$ cat config.mk
export PLATFORM = sky130hd
export DESIGN_NAME = stereo_noise_gate
export DESIGN_NICKNAME = d
export VERILOG_FILES = /design/src/sng_pkg.sv /design/src/sng_qmul.sv /design/src/sng_gmul.sv /design/src/stereo_noise_gate.sv
export SDC_FILE = /design/constraint.sdc
export NUM_CORES = 2
export LEC_CHECK = 0
export BUFFER_PORTS_ARGS = -buffer_cell sky130_fd_sc_hd__buf_2
export CAP_MARGIN = 40
export CORE_MARGIN = 4
export CORE_UTILIZATION = 51
export DETAILED_ROUTE_END_ITERATION = 16
export MAX_ROUTING_LAYER = met4
export PLACE_DENSITY = 0.69
export SYNTH_ARGS = -nofsm -noshare
export SYNTH_HDL_FRONTEND = slang
export SYNTH_HIERARCHICAL = 1
export SYNTH_SLANG_ARGS = --single-unit
$ cat constraint.sdc
create_clock -name aclk -period 12.4 [get_ports aclk]
set_clock_uncertainty 0.2 [all_clocks]
set_input_delay 1.86 -clock aclk [delete_from_list [all_inputs] [get_ports aclk]]
set_output_delay 1.86 -clock aclk [all_outputs]
set_load 0.01 [all_outputs]
$ cat src/sng_pkg.sv
// Shared types and constants of the stereo noise gate.
`timescale 1ns / 1ps
package sng_pkg;

    localparam int COEFF_BITS = 24;
    localparam int GAIN_BITS  = 32;
    localparam int THR_BITS   = 23;
    localparam int HOLD_BITS  = 17;
    localparam int CFG_IDX_BITS  = 3;
    localparam int CFG_DATA_BITS = 24;
    localparam int ENV_EXTRA  = 16;

    localparam logic [GAIN_BITS-1:0] GAIN_ONE = 32'h8000_0000;
    localparam logic [GAIN_BITS-1:0] GAIN_HI  = 32'd2145336165;
    localparam logic [GAIN_BITS-1:0] GAIN_LO  = 32'd2147483;

    localparam logic [CFG_IDX_BITS-1:0] REG_THRESHOLD    = 3'd0;
    localparam logic [CFG_IDX_BITS-1:0] REG_ENV_ATTACK   = 3'd1;
    localparam logic [CFG_IDX_BITS-1:0] REG_ENV_RELEASE  = 3'd2;
    localparam logic [CFG_IDX_BITS-1:0] REG_GATE_ATTACK  = 3'd3;
    localparam logic [CFG_IDX_BITS-1:0] REG_GATE_RELEASE = 3'd4;
    localparam logic [CFG_IDX_BITS-1:0] REG_HOLD         = 3'd5;

    typedef enum logic [2:0] {
        PH_CLOSED  = 3'd0,
        PH_ATTACK  = 3'd1,
        PH_OPEN    = 3'd2,
        PH_HOLD    = 3'd3,
        PH_RELEASE = 3'd4
    } sng_phase_t;

    typedef enum logic [2:0] {
        ST_IDLE,
        ST_PREP,
        ST_MUL,
        ST_DECIDE,
        ST_GSTART,
        ST_GMUL,
        ST_SEND
    } sng_state_t;

endpackage

$ cat src/sng_qmul.sv
// Bit-serial unsigned multiply by a Q0.24 coefficient, floored.
`timescale 1ns / 1ps
module sng_qmul
    import sng_pkg::*;
#(
    parameter int DW = 32
) (
    input  logic                  aclk,
    input  logic                  aresetn,
    input  logic                  start,
    input  logic [DW-1:0]         d_in,
    input  logic [COEFF_BITS-1:0] c_in,
    output logic                  done,
    output logic [DW-1:0]         prod
);

    localparam int CW = $clog2(COEFF_BITS);
    localparam logic [CW-1:0] LAST = CW'(COEFF_BITS - 1);

    logic [DW-1:0]         acc_reg, d_reg;
    logic [COEFF_BITS-1:0] c_reg;
    logic [CW-1:0]         cnt_reg;
    logic                  busy_reg, done_reg;
    logic [DW:0]           sum;
    logic [DW-1:0]         acc_next;

    // one coefficient bit per cycle, drop one fraction bit per cycle
    always_comb begin
        sum      = {1'b0, acc_reg} + (c_reg[0] ? {1'b0, d_reg} : '0);
        acc_next = sum[DW:1];
    end

    always_ff @(posedge aclk) begin
        if (!aresetn) begin
            busy_reg <= 1'b0;
            done_reg <= 1'b0;
            cnt_reg  <= '0;
        end else begin
            done_reg <= 1'b0;
            if (start) begin
                busy_reg <= 1'b1;
                cnt_reg  <= '0;
            end else if (busy_reg) begin
                cnt_reg <= cnt_reg + 1'b1;
                if (cnt_reg == LAST) begin
                    busy_reg <= 1'b0;
                    done_reg <= 1'b1;
                end
            end
        end
    end

    always_ff @(posedge aclk) begin
        if (start) begin
            acc_reg <= '0;
            d_reg   <= d_in;
            c_reg   <= c_in;
        end else if (busy_reg) begin
            acc_reg <= acc_next;
            c_reg   <= c_reg >> 1;
        end
    end

    assign done = done_reg;
    assign prod = acc_reg;

endmodule

$ cat src/sng_gmul.sv
// Bit-serial signed sample times Q1.31 gain, floored, two lanes.
`timescale 1ns / 1ps
module sng_gmul
    import sng_pkg::*;
#(
    parameter int SW = 24
) (
    input  logic                 aclk,
    input  logic                 aresetn,
    input  logic                 start,
    input  logic [SW-1:0]        a_in,
    input  logic [SW-1:0]        b_in,
    input  logic [GAIN_BITS-1:0] g_in,
    output logic                 done,
    output logic [SW-1:0]        a_out,
    output logic [SW-1:0]        b_out
);

    localparam int CW = $clog2(GAIN_BITS);
    localparam logic [CW-1:0] LAST = CW'(GAIN_BITS - 2);

    logic [SW-1:0]        a_reg, b_reg, acc_a_reg, acc_b_reg;
    logic [GAIN_BITS-1:0] g_reg;
    logic                 top_reg;
    logic [CW-1:0]        cnt_reg;
    logic                 busy_reg, done_reg;
    logic [SW:0]          sum_a, sum_b;

    // fraction bits of the gain, arithmetic shift keeps the floor exact
    always_comb begin
        sum_a = {acc_a_reg[SW-1], acc_a_reg} + (g_reg[0] ? {a_reg[SW-1], a_reg} : '0);
        sum_b = {acc_b_reg[SW-1], acc_b_reg} + (g_reg[0] ? {b_reg[SW-1], b_reg} : '0);
    end

    always_ff @(posedge aclk) begin
        if (!aresetn) begin
            busy_reg <= 1'b0;
            done_reg <= 1'b0;
            cnt_reg  <= '0;
        end else begin
            done_reg <= 1'b0;
            if (start) begin
                busy_reg <= 1'b1;
                cnt_reg  <= '0;
            end else if (busy_reg) begin
                cnt_reg <= cnt_reg + 1'b1;
                if (cnt_reg == LAST) begin
                    busy_reg <= 1'b0;
                    done_reg <= 1'b1;
                end
            end
        end
    end

    always_ff @(posedge aclk) begin
        if (start) begin
            acc_a_reg <= '0;
            acc_b_reg <= '0;
            a_reg     <= a_in;
            b_reg     <= b_in;
            g_reg     <= g_in;
            top_reg   <= g_in[GAIN_BITS-1];
        end else if (busy_reg) begin
            acc_a_reg <= sum_a[SW:1];
            acc_b_reg <= sum_b[SW:1];
            g_reg     <= g_reg >> 1;
        end
    end

    // unity gain has no fraction bits set: pass the sample
    assign a_out = top_reg ? a_reg : acc_a_reg;
    assign b_out = top_reg ? b_reg : acc_b_reg;
    assign done  = done_reg;

endmodule

$ cat src/stereo_noise_gate.sv
// Top level of the stereo noise gate with hold.
// Each item goes through prepare, the envelope and gain-ramp multiply steps, done,
//   decide, start, the output gain multiply steps, done and load; the bit-serial
//   multipliers work one coefficient or gain bit per cycle.
// One item at a time: the next item is taken only after the result is loaded,
//   later while the previous result still waits in the result register.
// Reset (aresetn low, synchronous): envelope and gain cleared, gate closed,
//   registers back to their defaults, no result pending.
`timescale 1ns / 1ps
module stereo_noise_gate
    import sng_pkg::*;
#(
    parameter int SAMPLE_BITS = 24
) (
    input  logic                     aclk,
    input  logic                     aresetn,
    // input items
    input  logic                     s_tvalid,
    output logic                     s_tready,
    input  logic [((2*SAMPLE_BITS+7)/8)*8-1:0]   s_tdata,   // left_in, right_in
    // result items
    output logic                     m_tvalid,
    input  logic                     m_tready,
    output logic [((2*SAMPLE_BITS+10)/8)*8-1:0]  m_tdata,   // left_out, right_out,
                                                            // gate_phase
    // register writes
    input  logic                     cfg_we,
    input  logic [CFG_IDX_BITS-1:0]  cfg_index,
    input  logic [CFG_DATA_BITS-1:0] cfg_data
);

    localparam int S     = SAMPLE_BITS;
    localparam int E     = S + ENV_EXTRA;
    localparam int OUT_W = ((2 * S + 3 + 7) / 8) * 8;

    localparam logic [S-1:0] MIN_NEG = {1'b1, {(S-1){1'b0}}};
    localparam logic [S-2:0] MAX_POS = {(S-1){1'b1}};

    // configuration registers
    logic [THR_BITS-1:0]   thr_reg;
    logic [COEFF_BITS-1:0] env_att_reg, env_rel_reg, gate_att_reg, gate_rel_reg;
    logic [HOLD_BITS-1:0]  hold_len_reg;

    // gate state
    sng_state_t            state_reg, state_next;
    sng_phase_t            phase_reg, phase_next;
    logic [E-1:0]          env_reg, env_next;
    logic [GAIN_BITS-1:0]  gain_reg, gain_next;
    logic [HOLD_BITS-1:0]  hcnt_reg, hcnt_next;

    // item in flight
    logic [S-1:0]          left_reg, right_reg;
    logic                  env_up_reg;

    // result register
    logic                  m_valid_reg, m_valid_next;
    logic [S-1:0]          lout_reg, rout_reg;
    logic [2:0]            pout_reg;
    logic                  load_out;

    // peak detect and multiplier operands
    logic [S-1:0]          neg_l, neg_r;
    logic [S-2:0]          mag_l, mag_r, peak;
    logic [E-1:0]          peak_e, env_d;
    logic [COEFF_BITS-1:0] env_c, gain_c;
    logic [GAIN_BITS-1:0]  gain_d;
    logic                  mul_start, env_done, gain_done, gmul_start, gmul_done;
    logic [E-1:0]          env_step;
    logic [GAIN_BITS-1:0]  gain_step;
    logic [S-1:0]          lg, rg;

    // decide stage
    logic [E-1:0]          thr_e, env_new;
    logic                  above, below;
    logic [GAIN_BITS-1:0]  g_up, g_dn;

    // take the register writes; unused indexes fall through
    always_ff @(posedge aclk) begin
        if (!aresetn) begin
            thr_reg      <= THR_BITS'(83886);
            env_att_reg  <= COEFF_BITS'(345943);
            env_rel_reg  <= COEFF_BITS'(34915);
            gate_att_reg <= COEFF_BITS'(345943);
            gate_rel_reg <= COEFF_BITS'(3495);
            hold_len_reg <= HOLD_BITS'(2400);
        end else if (cfg_we) begin
            case (cfg_index)
                REG_THRESHOLD:    thr_reg      <= cfg_data[THR_BITS-1:0];
                REG_ENV_ATTACK:   env_att_reg  <= cfg_data[COEFF_BITS-1:0];
                REG_ENV_RELEASE:  env_rel_reg  <= cfg_data[COEFF_BITS-1:0];
                REG_GATE_ATTACK:  gate_att_reg <= cfg_data[COEFF_BITS-1:0];
                REG_GATE_RELEASE: gate_rel_reg <= cfg_data[COEFF_BITS-1:0];
                REG_HOLD:         hold_len_reg <= cfg_data[HOLD_BITS-1:0];
                default: ;
            endcase
        end
    end

    // saturating magnitudes, larger one becomes the peak in envelope format
    always_comb begin
        neg_l  = -left_reg;
        neg_r  = -right_reg;
        mag_l  = !left_reg[S-1] ? left_reg[S-2:0] :
                 (left_reg == MIN_NEG) ? MAX_POS : neg_l[S-2:0];
        mag_r  = !right_reg[S-1] ? right_reg[S-2:0] :
                 (right_reg == MIN_NEG) ? MAX_POS : neg_r[S-2:0];
        peak   = (mag_l > mag_r) ? mag_l : mag_r;
        peak_e = {1'b0, peak, {ENV_EXTRA{1'b0}}};
        // step toward the peak, never past it
        env_d  = (peak_e > env_reg) ? (peak_e - env_reg) : (env_reg - peak_e);
        env_c  = (peak_e > env_reg) ? env_att_reg : env_rel_reg;
        // attack ramps toward unity, everything else decays
        gain_d = (phase_reg == PH_ATTACK) ? (GAIN_ONE - gain_reg) : gain_reg;
        gain_c = (phase_reg == PH_ATTACK) ? gate_att_reg : gate_rel_reg;
    end

    assign mul_start  = (state_reg == ST_PREP);
    assign gmul_start = (state_reg == ST_GSTART);

    sng_qmul #(.DW(E)) u_env_mul (
        .aclk    (aclk),
        .aresetn (aresetn),
        .start   (mul_start),
        .d_in    (env_d),
        .c_in    (env_c),
        .done    (env_done),
        .prod    (env_step)
    );

    sng_qmul #(.DW(GAIN_BITS)) u_gain_mul (
        .aclk    (aclk),
        .aresetn (aresetn),
        .start   (mul_start),
        .d_in    (gain_d),
        .c_in    (gain_c),
        .done    (gain_done),
        .prod    (gain_step)
    );

    sng_gmul #(.SW(S)) u_out_mul (
        .aclk    (aclk),
        .aresetn (aresetn),
        .start   (gmul_start),
        .a_in    (left_reg),
        .b_in    (right_reg),
        .g_in    (gain_reg),
        .done    (gmul_done),
        .a_out   (lg),
        .b_out   (rg)
    );

    // envelope update and threshold compare
    always_comb begin
        env_new = env_up_reg ? (env_reg + env_step) : (env_reg - env_step);
        thr_e   = E'(thr_reg) << (S - 8);
        above   = env_new > thr_e;
        below   = env_new < thr_e;
        g_up    = gain_reg + gain_step;
        g_dn    = gain_reg - gain_step;
    end

    // sequencer and gate phase
    always_comb begin
        state_next   = state_reg;
        phase_next   = phase_reg;
        env_next     = env_reg;
        gain_next    = gain_reg;
        hcnt_next    = hcnt_reg;
        m_valid_next = m_valid_reg;
        load_out     = 1'b0;
        s_tready     = (state_reg == ST_IDLE);

        if (m_valid_reg && m_tready) begin
            m_valid_next = 1'b0;
        end

        case (state_reg)
            ST_IDLE: begin
                if (s_tvalid) begin
                    state_next = ST_PREP;
                end
            end
            ST_PREP: begin
                state_next = ST_MUL;
            end
            ST_MUL: begin
                if (env_done && gain_done) begin
                    state_next = ST_DECIDE;
                end
            end
            ST_DECIDE: begin
                env_next   = env_new;
                state_next = ST_GSTART;
                case (phase_reg)
                    PH_CLOSED: begin
                        gain_next = '0;
                        if (above) begin
                            phase_next = PH_ATTACK;
                        end
                    end
                    PH_ATTACK: begin
                        gain_next = g_up;
                        if (g_up >= GAIN_HI) begin
                            gain_next  = GAIN_ONE;
                            phase_next = PH_OPEN;
                            hcnt_next  = hold_len_reg;
                        end
                        // falling below wins over reaching open
                        if (below) begin
                            phase_next = PH_RELEASE;
                        end
                    end
                    PH_OPEN: begin
                        gain_next = GAIN_ONE;
                        if (below) begin
                            if (hold_len_reg != '0) begin
                                phase_next = PH_HOLD;
                                hcnt_next  = hold_len_reg;
                            end else begin
                                phase_next = PH_RELEASE;
                            end
                        end
                    end
                    PH_HOLD: begin
                        if (above) begin
                            phase_next = PH_OPEN;
                            hcnt_next  = hold_len_reg;
                        end else if (hcnt_reg <= HOLD_BITS'(1)) begin
                            hcnt_next  = '0;
                            phase_next = PH_RELEASE;
                        end else begin
                            hcnt_next = hcnt_reg - 1'b1;
                        end
                    end
                    default: begin
                        gain_next = g_dn;
                        if (g_dn <= GAIN_LO) begin
                            gain_next  = '0;
                            phase_next = PH_CLOSED;
                        end
                        // rising above wins over reaching closed
                        if (above) begin
                            phase_next = PH_ATTACK;
                        end
                    end
                endcase
            end
            ST_GSTART: begin
                state_next = ST_GMUL;
            end
            ST_GMUL: begin
                if (gmul_done) begin
                    state_next = ST_SEND;
                end
            end
            ST_SEND: begin
                // hold until the result slot is free
                if (!m_valid_reg || m_tready) begin
                    load_out     = 1'b1;
                    m_valid_next = 1'b1;
                    state_next   = ST_IDLE;
                end
            end
            default: begin
                state_next = ST_IDLE;
            end
        endcase
    end

    always_ff @(posedge aclk) begin
        if (!aresetn) begin
            state_reg   <= ST_IDLE;
            phase_reg   <= PH_CLOSED;
            env_reg     <= '0;
            gain_reg    <= '0;
            hcnt_reg    <= '0;
            m_valid_reg <= 1'b0;
        end else begin
            state_reg   <= state_next;
            phase_reg   <= phase_next;
            env_reg     <= env_next;
            gain_reg    <= gain_next;
            hcnt_reg    <= hcnt_next;
            m_valid_reg <= m_valid_next;
        end
    end

    // capture the item and the direction of the envelope step
    always_ff @(posedge aclk) begin
        if (s_tvalid && s_tready) begin
            left_reg  <= s_tdata[S-1:0];
            right_reg <= s_tdata[2*S-1:S];
        end
        if (state_reg == ST_PREP) begin
            env_up_reg <= (peak_e > env_reg);
        end
        if (load_out) begin
            lout_reg <= lg;
            rout_reg <= rg;
            pout_reg <= phase_reg;
        end
    end

    assign m_tvalid = m_valid_reg;
    assign m_tdata  = OUT_W'({pout_reg, rout_reg, lout_reg});

    a_closed_no_gain: assert property (@(posedge aclk) disable iff (!aresetn)
        (phase_reg == PH_CLOSED) |-> (gain_reg == '0))
        else $error("gain not zero while closed");

    a_open_unity: assert property (@(posedge aclk) disable iff (!aresetn)
        (phase_reg == PH_OPEN || phase_reg == PH_HOLD) |-> (gain_reg == GAIN_ONE))
        else $error("gain not unity while open or holding");

    a_gain_limit: assert property (@(posedge aclk) disable iff (!aresetn)
        gain_reg <= GAIN_ONE)
        else $error("gain above unity");

    a_env_limit: assert property (@(posedge aclk) disable iff (!aresetn)
        env_reg <= {1'b0, MAX_POS, {ENV_EXTRA{1'b0}}})
        else $error("envelope above largest peak");

endmodule
-- After elaboration in Yosys (flattened, before gate mapping)
Cells that the tools add are included.
- add/sub/neg operators: 17
- magnitude comparators: 7
- equality and inequality tests: 29
- multiplexer cells: 63
- bitwise gates (word level): 5
- reductions and logical operators: 29
- operators with widths (cell ; number):
    24-bit two-way mux ; 8
    32-bit two-way mux ; 6
    32-bit case mux with 4 select lines ; 1
    40-bit two-way mux ; 3
    23-bit two-way mux ; 5
    17-bit two-way mux ; 5
    17-bit case mux with 3 select lines ; 1
    25-bit adder ; 2
    25-bit two-way mux ; 2
    24-bit == test, second input constant ; 2
    23-bit negator ; 2
    40-bit by 41-bit adder with 41-bit output ; 1
    40-bit adder ; 1
    39-bit by 40-bit > comparator with 1-bit output ; 1
    40-bit by 39-bit > comparator with 1-bit output ; 1
    40-bit by 39-bit < comparator with 1-bit output ; 1
    39-bit by 40-bit subtractor with 40-bit output ; 1
    40-bit by 39-bit subtractor with 40-bit output ; 1
    40-bit subtractor ; 1
    3-bit two-way mux ; 13
    32-bit by 33-bit adder with 33-bit output ; 1
    32-bit adder ; 1
    32-bit by 31-bit greater-or-equal comparator with 1-bit output, second input constant ; 1
    32-bit by 22-bit <= comparator with 1-bit output, second input constant ; 1
    32 further kinds ; 88
- bits in registers: 674
- input bits: 80
- output and inout port bits: 58
- logic and storage cells: 189

-- Logic depth before layout (Yosys ltp)
- depth in word-level cells: 8
- gate-level depth with buffers: 40
- depth with buffers taken out: 36

-- Modules after synthesis
Netlist, hierarchy kept.
- modules (own cells, without submodules) (module ; times used ; cells each ; area an instance (um2) ; sequential area each (um2)):
    stereo_noise_gate ; 1 ; 3423 ; 26897.0 ; 7647.3
    sng_gmul ; 1 ; 765 ; 8060.2 ; 3533.4
    sng_qmul at u_env_mul ; 1 ; 650 ; 6522.5 ; 2862.7
    sng_qmul at u_gain_mul ; 1 ; 515 ; 5301.3 ; 2462.4

-- Worst setup path before layout
OpenSTA, ideal clock, no wires.
- path kind: register to register
- start: register right_reg[3]
- end: register u_env_mul.c_reg[10], data pin
- library setup time: 0.260 ns
- data arrival time: 8.170 ns
- data required time: 11.940 ns
- setup slack: 3.770 ns
- cell stages (with the launch flop): 37
- buffers on the path: 5
- clock period less this slack: 8.630 ns
- path through: edfxtp_1 or4_1 or3_1 or4_1 or4_1 nor3_1 nand3b_1 nand3b_1 o21ai_1 ha_1 nor2b_1 o21a_1 o21a_1 o21a_1 o21a_1 o21a_1 o21bai_1 a21oi_1 o31ai_1 a22o_1 clkbuf_1 clkbuf_1 mux2_2 ha_1 clkbuf_1 nand2_1 nor2_1 nand3_1 o31ai_1 o31ai_1 nand2_1 nand2_1 inv_2 buf_2 buf_2 mux2_2 mux2_2
- word-level cells in the longest chain between the ends: 8
- elaborated cells on any way between the ends: 9
- classes of those cells: add/sub: 1; order compare: 2; eq/ne: 1; mux: 5
- ends and longest elaborated chain (item ; RTL line ; RTL):
    from (decl) ; stereo_noise_gate.sv:52 ; logic [S-1:0] left_reg, right_reg;
    from (signal assigned) ; stereo_noise_gate.sv:292 ; right_reg <= s_tdata[2*S-1:S];
    23-bit negator / 24-bit == test (equally long branches) ; stereo_noise_gate.sv:102, stereo_noise_gate.sv:106 ;
    23-bit two-way mux ; stereo_noise_gate.sv:106 ; (right_reg == MIN_NEG) ? MAX_POS : neg_r[S-2:0];
    23-bit two-way mux (*) ; stereo_noise_gate.sv:105 ; mag_r = !right_reg[S-1] ? right_reg[S-2:0] :
    23-bit > comparator ; stereo_noise_gate.sv:107 ; peak = (mag_l > mag_r) ? mag_l : mag_r;
    23-bit two-way mux (*) ; stereo_noise_gate.sv:107 ;
    39-bit by 40-bit > comparator with 1-bit output (*) ; stereo_noise_gate.sv:111 ; env_c = (peak_e > env_reg) ? env_att_reg : env_rel_reg;
    24-bit two-way mux (*) ; stereo_noise_gate.sv:111 ;
    via env_c[10] ; stereo_noise_gate.sv:65 ; logic [COEFF_BITS-1:0] env_c, gain_c;
    24-bit two-way mux (*) ; sng_qmul.sv:54 ; if (start) begin
    to (signal assigned) ; sng_qmul.sv:57 ; c_reg <= c_in;
    to (signal assigned) ; sng_qmul.sv:60 ; c_reg <= c_reg >> 1;
    to (decl) ; sng_qmul.sv:21 ; logic [COEFF_BITS-1:0] c_reg;
Mark *: on every way through the listed nets, which the timed path passes. The rest lies on a longest branch.
A chain may end at the register's enable or synchronous reset.

-- Worst setup path in the final report
- start: register right_reg[3]
- end: register u_env_mul.c_reg[12], data pin
The elaborated chain is that of the path after synthesis.

==> results list <==
- On the worst path, the slowest cell contributes a delay of 670 ps.
- Summed over all nets, the switching power comes to 4.14 mW.
- First-pass GRT wire length: 214 mm
- Main synth FF type: dfxtp_1
- Nature of the critical path startpoint: flop
- Number of enable flip-flop cells after synthesis: 301
- In this run the count of I/O pins placed on the die edge is 138.
* Routability Congestion: 0.963
- Number of endpoints with negative hold slack in the final report: 0
- R2r endpoint: u_env_mul/c_reg[12]
- Of the total power, registers draw 0.302.
- Final setup vio count: 0
- The cell sitting at the root of the clock tree is a clkbuf_16.
* Number of antenna-violating nets in the routed design: 0
- Static Leak: 20.8 nW
* Share of synthesized cell area in full adder, half adder and majority cells: 0.0890
* Post-route clock period utilization: 0.830
- The startpoint identified for the worst hold timing path is gate_att_reg[20].
- Leaving out fill and tap cells, the most frequent cell in the layout is nand2_1.
- Once detailed placement completed, the half-perimeter wirelength came to 100 mm.
* Mux cell area share after synthesis: 0.0616
- The worst setup path is captured at a flop.
* Share of post-route cells with drive strength above 1: 0.115
* Worst-case clock buffer depth: 3
* Max Fanout on Critical Path: 47
- Commonest cells after routing, fill and taps aside: nand2_1 (711), a21oi_1 (478), dfxtp_1 (372)
- Avg Vias per Cell: 6.10
- Highest clock frequency the design can meet: 97.2 MHz
- Vias in the first global route: 37800
- GR Util All Layers: 0.280
- Worst R2R Path Depth: 34
- Fin crit period: 10290 ps
* Clock-pin slew on the worst setup and hold paths: 60 ps
- Portion of total power attributed to combinational logic: 0.454
* Number of violations of the max-capacitance limit: 0
- The final layout contains routed wiring with a total length of 136 mm.
- Initial antenna violation count: 7
- TritonCTS built the clock tree.
- In this run the tightest slew margin relative to its limit is 0.417.
- Power Density: 197 nW/um^2
* R2r setup slk: 2110 ps
- Die Wd: 311 um
* FF+latch count, synth: 674
- Pin count of the biggest net entering global routing: 112
- Once the clock tree was built, the setup fixing pass inserted 0 buffers.
* Setup Crit Path Kind: reg2reg
- Hold Path Stages: 2
- Placeable core area: 90600 um^2
* Max Slew Vio Count: 0
- Data on the critical path arrives at its endpoint at 10510 ps.
* Slowest cell on the critical path: a22o_2
- Number of warnings printed during yosys synthesis: 6
- Setup repair after global routing left no endpoint under its margin.
* Synth-to-layout area growth: 9.37%
- Counting every sink on the clock net gives 674.
* Clock buffers created by TritonCTS: 76
- The internal portion of the total power is 5.93 mW.
* Compound-Gate Fraction of Synth Area: 0.205
- Hold-fix buffers at CTS: 0
* Die boundary height: 311 um
- Port buffer count: 132
- Number of iterations in the first detailed-routing pass: 6
* Clock Latency Late Sink: 660 ps
* Std-Cell Rows: 110
- In this run the worst hold path is classified as reg2reg.
* Critical Path RT: 12610 ps
* Post-synthesis share of cell area spent on xor and xnor gates: 0.0579
* Relative contribution of the clock network to total power: 0.244
- CTS built an H-tree with a depth of 3.
* Die area: 96600 um^2
* Count of unresolved DRC violations after routing: 0
- Detailed routing inserted a total of 40200 vias.
- Of the total synthesized cell area, the portion taken by AND, OR, NAND and NOR gates is 0.190.
- Per-cell routed wire length: 20.7 um
- Startpoint of the most critical register-to-register path: right_reg[3]
* Count of fill cells added during filler insertion: 8106
* Fraction of registers with async set/reset: 0
- At the pin with the least slew margin, the transition time is 873 ps.
* VDD IR-drop max: 121 uV
- Sw Share: 0.411
* Mapped cell area: 46800 um^2
- Net count of the finished layout: 5751
- The worst hold path terminates at gate_att_reg[20].
* Total power: 10.1 mW
- 1st-iter DRT viols: 3490
- Grouping stages by cell kind, the critical path spends the most delay in simple AND/OR/NAND/NOR gates.
- Avg Inst Size Synth: 8.74 um^2
* Status: completed
- Combinational family with the most area after synthesis: compound AO/OA/AOI/OAI gates
- For this run, the register share of the synthesized area comes to 0.353.
- Post-CTS repair changed the size of 0 cells.
* Count of different cell masters after synthesis: 123
* Grt total ovfl: 0
* Starting density of the core: 0.517
- After routing, the total negative slack on setup checks comes to 0 ps.
- The number of buffers and inverters on the critical path is 3.
- Count of mapped cells out of synthesis: 5353
* Most used cell, CP: o21a_1
- Post-placement worst setup slack: 2150 ps
* Setup ws final: 2110 ps
-- cells in the mapped netlist (16+ instances only) --
library cell / count / share of area
nand2_1: 711 / 0.057
a21oi_1: 478 / 0.051
dfxtp_1: 373 / 0.16
nor2_1: 335 / 0.027
ha_1: 320 / 0.086
edfxtp_1: 301 / 0.19
inv_1: 213 / 0.017
o21ai_0: 204 / 0.022
clkbuf_1: 198 / 0.016
mux2_2: 177 / 0.043
xnor2_1: 160 / 0.030
xor2_1: 149 / 0.028
and2_1: 147 / 0.020
nand3_1: 145 / 0.016
a21o_1: 121 / 0.019
nor3_1: 111 / 0.012
mux2i_1: 89 / 0.019
nand4_1: 76 / 0.010
o31ai_1: 59 / 0.0095
a211oi_1: 53 / 0.0085
o21a_1: 50 / 0.0080
nand2b_1: 46 / 0.0062
or3_1: 44 / 0.0059
o211ai_1: 43 / 0.0069
o21bai_1: 43 / 0.0069
a31oi_1: 42 / 0.0056
nor2b_1: 42 / 0.0056
and3_1: 40 / 0.0053
nor4_1: 35 / 0.0047
o21ai_1: 35 / 0.0037
or4_1: 30 / 0.0048
buf_2: 25 / 0.0027
buf_1: 24 / 0.0019
a221oi_1: 19 / 0.0036
a211oi_2: 17 / 0.0045
o221ai_1: 16 / 0.0030
-- metal layers --
| metal | track usage | routed length, um |
|---|---|---|
| met4 | 0.0835 | 4090 |
| met1 | 0.391 | 63000 |
| met3 | 0.0374 | 9450 |
| met2 | 0.424 | 59800 |
| met5 | - | 0 |
-- power groups by stage --
stage / registers (mW) / logic [mW] / clock network, mW
final: 3.04 / 4.58 / 2.45
after global routing: 3.08 / 5.04 / 2.59
after detailed placement: 3.07 / 4.47 / 0
after floorplan: 2.93 / 3.53 / 0
after CTS: 3.03 / 4.50 / 2.50
after global placement: 3.07 / 4.39 / 0
-- per-stage QoR --
step / area [um^2] / hold WS [ps] / util / std cells
floorplan: 46800 / 206 / - / 5357
global placement: 48000 / 240 / 0.530 / 6421
detailed placement: 48400 / 244 / 0.535 / 6441
CTS: 51100 / 255 / 0.565 / 6583
global route: 51200 / 271 / 0.565 / 6589
finish: 51200 / 253 / 0.565 / 6589
-- cell type report --
class	count	area, um^2	share of cell area
Antenna cell	6	15.0	0.000293
Clock buffer	97	2150	0.0421
Clock inverter	45	572	0.0112
Inverter	219	825	0.0161
Multi-Input combinational cell	4184	28300	0.553
Sequential cell	674	16500	0.323
Tap cell	1176	1470	0.0288
Timing Repair Buffer	188	1350	0.0263
-- worst reg2reg max path, delay by kind of cell (launching register included) --
kind	cells	cell delay, ps
AOI/OAI and AO/OA	16	3130
adders and majority gates	2	720
buffers and inverters	3	970
DFF	1	470
muxes	3	1010
and+or+nand+nor	10	3550
-- worst max path at each step --
stage / startpoint / end / slack [ps] / depth (start not counted)
6_report: right_reg[3] / u_env_mul/c_reg[12] / 2110 / 34
5_1_grt: right_reg[3] / u_env_mul/c_reg[3] / 1440 / 32
3_3_place_gp: right_reg[3] / u_env_mul/c_reg[22] / 2250 / 34
2_1_floorplan: right_reg[3] / u_env_mul/c_reg[10] / 3770 / 36
4_1_cts: right_reg[3] / u_env_mul/c_reg[3] / 2150 / 32
3_5_place_dp: right_reg[3] / u_env_mul/c_reg[19] / 2150 / 34
-- kinds of logic (layout without fill, tap and decap cells) --
group	Yosys count	count (layout)
AO/OA/AOI/OAI	1423	1423
XOR/XNOR	309	309
adder cells (fa/ha/maj)	328	328
buffers and inverters	499	549
flip-flops	674	674
multiplexers	266	266
other	1	11
AND/OR/NAND/NOR	1853	1853
Power figures use the tool's default switching activity.
